File: src/rtl/plsr_pkg.sv
// Shared types and constants for the position loop with settle detection and slew limit.
// No dependencies; imported by every module of the block.
`default_nettype none

package plsr_pkg;

  localparam int unsigned AngleW = 15;
  localparam int unsigned RateW  = 24;
  localparam int unsigned GainW  = 16;
  localparam int unsigned SlewW  = 16;
  localparam int unsigned ALimW  = 14;
  localparam int unsigned RLimW  = 23;
  localparam int unsigned RunW   = 4;

  localparam logic [RunW-1:0] SETTLE_COUNT = 4'd10;
  localparam logic [RunW-1:0] RUN_MAX      = 4'd15;

  localparam logic signed [15:0] PI_Q12     = 16'sd12868;
  localparam logic signed [15:0] TWO_PI_Q12 = 16'sd25736;

  localparam int unsigned InDataW  = 56;
  localparam int unsigned OutDataW = 32;

  // configuration register indexes
  typedef enum logic [2:0] {
    REG_GAIN_ANGLE  = 3'd0,
    REG_GAIN_RATE   = 3'd1,
    REG_SPEED_CEIL  = 3'd2,
    REG_SPEED_FLOOR = 3'd3,
    REG_SLEW_STEP   = 3'd4,
    REG_ENTER_ANGLE = 3'd5,
    REG_EXIT_ANGLE  = 3'd6,
    REG_ENTER_RATE  = 3'd7
  } reg_idx_e;

  typedef struct packed {
    logic [GainW-1:0] gain_angle;
    logic [GainW-1:0] gain_rate;
    logic [RateW-1:0] speed_ceiling;
    logic [RateW-1:0] speed_floor;
    logic [SlewW-1:0] slew_step;
    logic [ALimW-1:0] enter_angle_limit;
    logic [ALimW-1:0] exit_angle_limit;
    logic [RLimW-1:0] enter_rate_limit;
  } cfg_t;

  typedef struct packed {
    logic [AngleW-1:0] target_angle;
    logic [AngleW-1:0] measured_angle;
    logic [RateW-1:0]  measured_rate;
  } item_t;

  typedef struct packed {
    logic [RateW-1:0] speed_command;
    logic             in_position;
  } result_t;

endpackage

`default_nettype wire

File: src/rtl/position_loop_settle_and_slew.sv
// Top level: input register, per-tick datapath, result register and configuration port.
// Depends on plsr_pkg, plsr_cfg and plsr_core.
`default_nettype none

// Channel   Dir   Ports            Content
// s_axis    in    tvalid/tready    tdata: target_angle, measured_angle, measured_rate
// m_axis    out   tvalid/tready    tdata: speed_command, in_position
// cfg       in    valid/ready      index 0..7, data up to 24 bits
//
// One tick per cycle while m_axis_tready is high: an item waits in the input register
// and its result is computed and stored in the result register when the item advances.
// The loop state (settled, run counter, ramp) updates at the same edge as result_q.
// Reset clears the loop state and loads the default settings; no clearing pass.
// A stalled result holds the input register; both registers together keep the flow
// going while m_axis_tready is high.

module position_loop_settle_and_slew (
  input  wire logic        clk_i,
  input  wire logic        rst_ni,
  input  wire logic        s_axis_tvalid,
  output logic             s_axis_tready,
  // [14:0] target_angle, [29:15] measured_angle, [53:30] measured_rate, [55:54] zero
  input  wire logic [55:0] s_axis_tdata,
  output logic             m_axis_tvalid,
  input  wire logic        m_axis_tready,
  // [23:0] speed_command, [24] in_position, [31:25] zero
  output logic [31:0]      m_axis_tdata,
  input  wire logic        cfg_valid_i,
  output logic             cfg_ready_o,
  input  wire logic [2:0]  cfg_index_i,
  input  wire logic [23:0] cfg_data_i
);
  import plsr_pkg::*;

  cfg_t    cfg;
  item_t   item_q;
  result_t result_d, result_q;
  logic    in_valid_q, out_valid_q, advance;

  plsr_cfg u_cfg (
    .clk_i       (clk_i),
    .rst_ni      (rst_ni),
    .cfg_valid_i (cfg_valid_i),
    .cfg_ready_o (cfg_ready_o),
    .cfg_index_i (cfg_index_i),
    .cfg_data_i  (cfg_data_i),
    .cfg_o       (cfg)
  );

  assign advance       = in_valid_q && (!out_valid_q || m_axis_tready);
  assign s_axis_tready = !in_valid_q || advance;

  plsr_core u_core (
    .clk_i    (clk_i),
    .rst_ni   (rst_ni),
    .step_i   (advance),
    .item_i   (item_q),
    .cfg_i    (cfg),
    .result_o (result_d)
  );

  always_ff @(posedge clk_i or negedge rst_ni) begin
    if (!rst_ni) begin
      in_valid_q  <= 1'b0;
      out_valid_q <= 1'b0;
    end else begin
      if (s_axis_tready) begin
        in_valid_q <= s_axis_tvalid;
      end
      if (advance) begin
        out_valid_q <= 1'b1;
      end else if (m_axis_tready) begin
        out_valid_q <= 1'b0;
      end
    end
  end

  always_ff @(posedge clk_i) begin
    if (s_axis_tready && s_axis_tvalid) begin
      item_q.target_angle   <= s_axis_tdata[14:0];
      item_q.measured_angle <= s_axis_tdata[29:15];
      item_q.measured_rate  <= s_axis_tdata[53:30];
    end
    if (advance) begin
      result_q <= result_d;
    end
  end

  assign m_axis_tvalid = out_valid_q;
  assign m_axis_tdata  = {7'd0, result_q.in_position, result_q.speed_command};

`ifndef ASSERT_OFF
  a_item_kept: assert property (@(posedge clk_i) disable iff (!rst_ni)
    (in_valid_q && !advance) |=> in_valid_q)
    else $error("pending item dropped from input register");

  a_settled_out_zero: assert property (@(posedge clk_i) disable iff (!rst_ni)
    (m_axis_tvalid && m_axis_tdata[24]) |-> (m_axis_tdata[23:0] == 24'd0))
    else $error("nonzero speed reported while in position");
`endif

endmodule

`default_nettype wire

File: src/rtl/plsr_cfg.sv
// Configuration register file: eight loop settings written through an index/data channel.
// Depends on plsr_pkg.
`default_nettype none

module plsr_cfg (
  input  wire logic              clk_i,
  input  wire logic              rst_ni,
  input  wire logic              cfg_valid_i,
  output logic                   cfg_ready_o,
  input  wire logic [2:0]        cfg_index_i,
  input  wire logic [23:0]       cfg_data_i,
  output plsr_pkg::cfg_t         cfg_o
);
  import plsr_pkg::*;

  cfg_t cfg_q, cfg_d;

  assign cfg_ready_o = 1'b1;

  always_comb begin
    cfg_d = cfg_q;
    if (cfg_valid_i) begin
      unique case (reg_idx_e'(cfg_index_i))
        REG_GAIN_ANGLE:  cfg_d.gain_angle        = cfg_data_i[GainW-1:0];
        REG_GAIN_RATE:   cfg_d.gain_rate         = cfg_data_i[GainW-1:0];
        REG_SPEED_CEIL:  cfg_d.speed_ceiling     = cfg_data_i[RateW-1:0];
        REG_SPEED_FLOOR: cfg_d.speed_floor       = cfg_data_i[RateW-1:0];
        REG_SLEW_STEP:   cfg_d.slew_step         = cfg_data_i[SlewW-1:0];
        REG_ENTER_ANGLE: cfg_d.enter_angle_limit = cfg_data_i[ALimW-1:0];
        REG_EXIT_ANGLE:  cfg_d.exit_angle_limit  = cfg_data_i[ALimW-1:0];
        REG_ENTER_RATE:  cfg_d.enter_rate_limit  = cfg_data_i[RLimW-1:0];
        default:         cfg_d = cfg_q;
      endcase
    end
  end

  always_ff @(posedge clk_i or negedge rst_ni) begin
    if (!rst_ni) begin
      cfg_q.gain_angle        <= '0;
      cfg_q.gain_rate         <= '0;
      cfg_q.speed_ceiling     <= 24'h7FFFFF;
      cfg_q.speed_floor       <= 24'h800000;
      cfg_q.slew_step         <= 16'd8;
      cfg_q.enter_angle_limit <= 14'd21;
      cfg_q.exit_angle_limit  <= 14'd43;
      cfg_q.enter_rate_limit  <= 23'd286;
    end else begin
      cfg_q <= cfg_d;
    end
  end

  assign cfg_o = cfg_q;

endmodule

`default_nettype wire

File: src/rtl/plsr_core.sv
// Per-tick datapath: angle error wrap, settle hysteresis, state feedback, clamp and slew.
// Holds the loop state (settled flag, settle run counter, ramp). Depends on plsr_pkg.
`default_nettype none

module plsr_core (
  input  wire logic              clk_i,
  input  wire logic              rst_ni,
  input  wire logic              step_i,
  input  wire plsr_pkg::item_t   item_i,
  input  wire plsr_pkg::cfg_t    cfg_i,
  output plsr_pkg::result_t      result_o
);
  import plsr_pkg::*;

  logic                    settled_q, settled_d;
  logic [RunW-1:0]         run_q, run_d, run_inc;
  logic signed [RateW-1:0] ramp_q, ramp_d;

  logic signed [15:0] err_raw, err;
  logic        [15:0] abs_err;
  logic        [RateW-1:0] abs_rate;
  logic signed [RateW:0]   neg_rate;
  logic signed [31:0] prod_a;
  logic signed [40:0] prod_r;
  logic signed [33:0] cmd_sum, cmd_hi, cmd_lo;
  logic signed [RateW:0] delta_raw, delta, slew_pos, slew_neg, ramp_sum;
  logic near;

  // angle error, wrapped into [-pi, pi) by one add or subtract of 2*pi
  assign err_raw = $signed({item_i.target_angle[AngleW-1], item_i.target_angle})
                 - $signed({item_i.measured_angle[AngleW-1], item_i.measured_angle});

  always_comb begin
    if (err_raw >= PI_Q12) begin
      err = err_raw - TWO_PI_Q12;
    end else if (err_raw < -PI_Q12) begin
      err = err_raw + TWO_PI_Q12;
    end else begin
      err = err_raw;
    end
  end

  assign abs_err  = err[15] ? 16'(-err) : 16'(err);
  // -(-2^23) is 2^23, still exact as an unsigned 24-bit value
  assign abs_rate = item_i.measured_rate[RateW-1] ? RateW'(-$signed(item_i.measured_rate))
                                                  : item_i.measured_rate;
  assign neg_rate = -$signed({item_i.measured_rate[RateW-1], item_i.measured_rate});

  assign near = (abs_err < {2'b00, cfg_i.enter_angle_limit})
             && ({1'b0, abs_rate} < {2'b00, cfg_i.enter_rate_limit});

  assign run_inc = (run_q == RUN_MAX) ? run_q : run_q + 4'd1;

  // settle hysteresis; the run counter is left alone while settled
  always_comb begin
    run_d     = run_q;
    settled_d = settled_q;
    if (settled_q) begin
      if (abs_err > {2'b00, cfg_i.exit_angle_limit}) begin
        settled_d = 1'b0;
      end
    end else if (near) begin
      run_d     = run_inc;
      settled_d = (run_inc >= SETTLE_COUNT);
    end else begin
      run_d = '0;
    end
  end

  // state feedback; arithmetic shift gives the floor rounding
  assign prod_a  = $signed(cfg_i.gain_angle) * err;
  assign prod_r  = $signed(cfg_i.gain_rate) * neg_rate;
  assign cmd_sum = 34'(prod_a >>> 8) + 34'(prod_r >>> 8);

  // ceiling first, floor second: an inverted window ends on the floor
  assign cmd_hi = (cmd_sum > 34'($signed(cfg_i.speed_ceiling)))
                ? 34'($signed(cfg_i.speed_ceiling)) : cmd_sum;
  assign cmd_lo = (cmd_hi < 34'($signed(cfg_i.speed_floor)))
                ? 34'($signed(cfg_i.speed_floor)) : cmd_hi;

  assign slew_pos  = $signed({9'd0, cfg_i.slew_step});
  assign slew_neg  = -slew_pos;
  assign delta_raw = $signed(cmd_lo[RateW:0]) - $signed({ramp_q[RateW-1], ramp_q});

  always_comb begin
    if (delta_raw > slew_pos) begin
      delta = slew_pos;
    end else if (delta_raw < slew_neg) begin
      delta = slew_neg;
    end else begin
      delta = delta_raw;
    end
  end

  assign ramp_sum = $signed({ramp_q[RateW-1], ramp_q}) + delta;
  assign ramp_d   = settled_d ? '0 : $signed(ramp_sum[RateW-1:0]);

  always_ff @(posedge clk_i or negedge rst_ni) begin
    if (!rst_ni) begin
      settled_q <= 1'b0;
      run_q     <= '0;
      ramp_q    <= '0;
    end else if (step_i) begin
      settled_q <= settled_d;
      run_q     <= run_d;
      ramp_q    <= ramp_d;
    end
  end

  assign result_o.speed_command = ramp_d;
  assign result_o.in_position   = settled_d;

`ifndef ASSERT_OFF
  a_settled_ramp_zero: assert property (@(posedge clk_i) disable iff (!rst_ni)
    settled_q |-> (ramp_q == '0))
    else $error("ramp not zero while settled");

  a_settle_needs_run: assert property (@(posedge clk_i) disable iff (!rst_ni)
    $rose(settled_q) |-> (run_q >= SETTLE_COUNT))
    else $error("settled without enough quiet ticks");
`endif

endmodule

`default_nettype wire

File: config.mk
export PLATFORM = sky130hd
export DESIGN_NAME = position_loop_settle_and_slew
export DESIGN_NICKNAME = d
export VERILOG_FILES = /design/src/rtl/plsr_pkg.sv /design/src/rtl/position_loop_settle_and_slew.sv /design/src/rtl/plsr_cfg.sv /design/src/rtl/plsr_core.sv
export SDC_FILE = /design/constraint.sdc
export NUM_CORES = 2
export LEC_CHECK = 0
export ABC_AREA = 0
export BUFFER_PORTS_ARGS = -buffer_cell sky130_fd_sc_hd__buf_2
export CORE_MARGIN = 3
export CORE_UTILIZATION = 67
export CTS_BUF_LIST = sky130_fd_sc_hd__clkbuf_4
export CTS_CLUSTER_SIZE = 25
export DETAILED_ROUTE_END_ITERATION = 16
export PLACE_DENSITY = 0.85
export SLEW_MARGIN = 20
export SYNTH_ARGS = -nofsm -noshare
export SYNTH_HDL_FRONTEND = slang
export SYNTH_SLANG_ARGS = --single-unit
File: constraint.sdc
create_clock -name clk_i -period 27.3 [get_ports clk_i]
set_clock_uncertainty 0.1 [all_clocks]
set_input_delay 5.46 -clock clk_i [delete_from_list [all_inputs] [get_ports clk_i]]
set_output_delay 5.46 -clock clk_i [all_outputs]
set_load 0.05 [all_outputs]
# After elaboration in Yosys (flattened, before gate mapping)
# Cells that the tools add are included.
# totals
reg_bits,257
input_bits,88
out_inout_bits,35
elab_cells,84
# op_classes
add_sub_neg,11
n_mul,2
order_cmp,10
eq_ne,8
muxes,16
bitwise,1
n_reduce_logical,18
# ops
cell,count
$mux W24,4
$mux W16,3
$mul A16 B25 Y41,1
$add A24 B33 Y34,1
$gt A34 B24 Y1,1
$lt A34 B24 Y1,1
$mux W34,1
$mul A16 B16 Y32,1
$gt A25 B17 Y1,1
$lt A25 B25 Y1,1
$mux W25,1
$neg A16 Y25,1
$neg A24 Y25,1
$sub A25 B24 Y25,1
$add A24 B24 Y24,1
$lt A24 B23 Y1,1
$neg A24 Y24,1
$reduce_and A2 Y1,9
$add A16 B16 Y16 const B,1
$ge A16 B15 Y1 const B,1
$gt A16 B14 Y1,1
$lt A16 B14 Y1,1
$lt A16 B15 Y1 const B,1
$neg A16 Y16,1
other kinds (16),29

# Logic depth before layout (Yosys ltp)
# depth
ltp_word,16
depth_mapped,123
depth_no_buf,115

# Cells and area by module
# Synthesis repeated with hierarchy kept, for this count alone.
# unflattened
hier_cells,4700
hier_area_um2,44194.9
# by_module_without_submodules
module,n_inst,cells_per_inst,area_per_inst_um2
plsr_core,1,4285,35880.7
plsr_cfg,1,320,5781.8
position_loop_settle_and_slew,1,95,2532.4

# Worst setup path after synthesis
# Ideal clock, no wire load.
# synth_timing
path_type,reg2reg
from,register item_q[39] (netlist bit)
to,"register result_q (netlist bit m_axis_tdata[23]), data pin"
t_arrival_ns,22.953
required_time_ns,26.946
path_slack_ns,3.993
stages_incl_launch_ff,109
n_path_buf,7
period_less_slack_ns,23.307
path_cell_list,edfxtp_1 -> inv_1 -> ha_1 -> inv_1 -> fa_1 -> a21o_1 -> a21o_1 -> a211o_1 -> a211oi_2 -> nor3_1 -> a311o_1 -> a311oi_2 -> o21bai_2 -> buf_6 -> a21oi_1 -> a21oi_1 -> xnor2_1 -> clkbuf_1 -> [73 not listed] -> buf_2 -> clkbuf_1 -> a21oi_1 -> o22ai_1 -> ha_1 -> a21o_1 -> a21o_1 -> a21o_1 -> a21oi_1 -> o31ai_1 -> o211ai_1 -> a21bo_2 -> a21oi_1 -> nor4_1 -> o41ai_1 -> xor2_2 -> xnor2_1 -> nor2_1
# synth_lines
element,line_no,text
"start, declared",position_loop_settle_and_slew.sv:36,item_t item_q;
"end signal, assigned",position_loop_settle_and_slew.sv:85,result_q <= result_d;
"end, declared",position_loop_settle_and_slew.sv:37,"result_t result_d, result_q;"

==> run_results.csv <==
group,metric,value,unit
run_status,status,"finished clean",
setup_path,startpoint,"item_q[39]",
placement,placed_cells,5579,
grt,grt_max_degree,68,
final_layout,area_delta_synth_final,5.97,%
routing,drt-vias-per-instance,5.90,
sta,setup_viol,0,
routing,drtIter0Drc,2479,
clock_network,clk_pin_slew,70,ps
setup_path,arrival,26110,ps
setup_path,reg2reg_from,"item_q[39]",
sta,tightest_slew,1080,ps
setup_path,end_kind,"flip-flop",
routing,dr.pass1.iters,6,
sta,fin_setup_tns,0,ps
clock_network,clk-insertion-delay-late,820,ps
synthesis,synth_top_flop_cell,"dfrtp_1",
synthesis,synth_compound_gate_area_share,0.0932,
synthesis,yosysTopAreaCell,"fa_1",
synthesis,synth_simple_gate_area_share,0.149,
setup_path,reg2reg_setup_slack,1670,ps
final_layout,utilization,0.725,
final_layout,regArea,6870,µm²
sta,max_freq,0.0390,GHz
setup_path,endpoint,"m_axis_tdata[23]",
setup_path,path_common_cell,"a21o_1",
floorplan,start_util,0.684,
setup_path,cp_slowest_stage_delay,540,ps
sta,slew_viol_final,0,
synthesis,synth_edf_count,79,
routing,via_count,33800,
synthesis,synth_area_leaders,"fa_1 (30%), ha_1 (12%), dfrtp_1 (8.1%)",
clock_network,htreeDepth,3,
job,drv_cap,0,
sta,rsz0062_at_grt,"false",
synthesis,synthMuxAreaShare,0.0382,
grt,grt.overflow.total,0,
synthesis,yosysMostFrequentCell,"inv_1",
grt,grt_pass1_wl,176000,µm
grt,grt_use_total,0.326,
setup_path,path_buf_inv,11,
final_layout,fill_cells,4617,
synthesis,postSynthCellCount,4718,
final_layout,nets,5990,
setup_path,cp_data_required_time,27780,ps
setup_path,cp_max_fo,25,
sta,relSlewSlack,0.281,
routing,ant_nets,0,
synthesis,yosys-top-cells-count,"inv_1 (891), fa_1 (652), nand2_1 (518), ha_1 (436), and2_1 (263)",
synthesis,synth_top_cell_area_share,0.299,
sta,fin_crit_sh,0.939,
sta,finalCriticalPeriod,25630,ps
synthesis,post_synth_xor_area_fraction,0.0448,
floorplan,rows,92,
placement,io_buffers,112,
setup_path,reg2reg_to,"m_axis_tdata[23]",
clock_network,clk_path_buf_depth,3,
setup_path,cpLargestDelayFamily,"compound AO/OA/AOI/OAI gates",
clock_network,cts_sinks,257,
synthesis,synth_seq_cells,257,
synthesis,synth-adder-area-share,0.424,
setup_path,crit_cells,108,
sta,hold_slack,392,ps
floorplan,chipWidth,261,µm
clock_network,root_buffer,"clkbuf_4",
clock_network,cts_tree,"yes",
final_layout,multi_input_area,32900,µm²
final_layout,drive_gt1_frac,0.114,
final_layout,final_cells,5721,
floorplan,die_h,261,µm
setup_path,start_kind,"flip-flop",
routing,routed_wl,107000,µm
floorplan,ios,123,
setup_path,cpMaxStageDelayCell,"o41ai_1",
routing,detail_route.wl_per_cell,18.6,µm
synthesis,syn_area,43600,µm²
setup_path,crit_type,"reg2reg",
synthesis,seq_area_frac_synth,0.157,
floorplan,coreArea,63800,µm²
synthesis,yosys_warnings,0,
worst_hold_path,hold_class,"reg2reg",
grt,antenna_found_initial,3,
sta,finalHoldViolations,0,
routing,drcViolationCount,0,
floorplan,die_area,68200,µm²
grt,grt_pass1_vias,35500,
placement,dp.final_hpwl,83200,µm
synthesis,synth_top_family_by_area,"adder cells",
placement,gp_congestion,0.933,
synthesis,postSynth.asyncResetShare,0.693,
synthesis,ys_types,98,
synthesis,avgSynthCellArea,9.25,µm²
clock_network,cts_made_buffers,71,
setup_path,reg2reg_depth,108,
==> cells in the final DEF (no fill, tap or decap), types with 9 or more instances in the layout <==
cell and instances:
nor3_1 49, ha_1 436, o22ai_1 14, nand2b_1 62, xor2_1 59, nand4_1 28
nor4_1 15, dfrtp_1 141, buf_4 73, o21a_1 42, dfstp_2 37, nand3_1 60
and3_1 16, mux2_2 141, o31ai_1 11, o21bai_1 9, or3_1 19, clkinv_1 13
nand2_1 518, a21oi_1 156, a21o_1 79, buf_2 111, inv_1 891, xnor2_1 148
a211oi_1 17, o21ai_0 167, nor2_1 161, nor2b_1 59, o211ai_1 15, clkbuf_4 105
fa_1 652, and2_1 262, a21boi_0 10, edfxtp_1 79, a31oi_1 29
==> layout make-up <==
type | count | area share
multi-input combinational | 3405 | 0.711
tap | 846 | 0.0229
clock buffer | 105 | 0.0170
clock inverter | 25 | 0.00330
antenna | 4 | 0.000216
timing repair buffer | 185 | 0.0241
inverter | 894 | 0.0726
sequential | 257 | 0.149
==> worst min-delay path by stage <==
stage	slack (ps)	to	start	cells after the start
3_5_place_dp	390	u_cfg.cfg_o[72]	u_cfg.cfg_o[72]	1
5_1_grt	410	m_axis_tvalid	in_valid_q	1
2_1_floorplan	360	m_axis_tvalid	in_valid_q	1
3_3_place_gp	360	m_axis_tvalid	in_valid_q	1
6_report	390	m_axis_tvalid	in_valid_q	1
4_1_cts	400	m_axis_tvalid	in_valid_q	1
==> stage by stage <==
step	setup slack, ps	area [µm²]
CTS	807	46100
global route	45.8	46200
detailed placement	901	45100
floorplan	3990	43700
global placement	1510	45100
finish	1670	46200
==> metal layers <==
layer	part of all wire	GRT usage	up-vias
met1	0.38	0.411	16800
met4	0.055	0.161	0
li1	-	-	15300
met2	0.49	0.551	1366
met5	0	0	-
met3	0.076	0.0494	349
==> sequential cells by signal (all words and copies together), names as in the netlist <==
signal	flops
in_valid_q	1
item_q	54
m_axis_tdata	25
m_axis_tvalid	1
u_cfg.cfg_o	147
u_core.ramp_q	24
u_core.run_q	4
u_core.settled_q	1
==> timing repair <==
| item | 4_1_cts | 5_1_grt |
|---|---|---|
| hold buffers | 0 | 0 |
| setup buffers | 0 | 7 |
| endpoints found under the setup margin | 0 | 30 |
| gates resized for setup | 0 | 12 |
==> logic make-up after synthesis <==
| group | Yosys count |
|---|---|
| and+or+nand+nor | 1308 |
| adders and majority gates | 1088 |
| buffers and inverters | 1063 |
| AOI/OAI and AO/OA | 633 |
| DFF | 257 |
| xor gates and xnor gates | 218 |
| muxes | 149 |
| other | 2 |
Power is left out: the tool's default activity adds up to more than one toggle a clock period on the data nets, which glitch-free logic cannot reach.
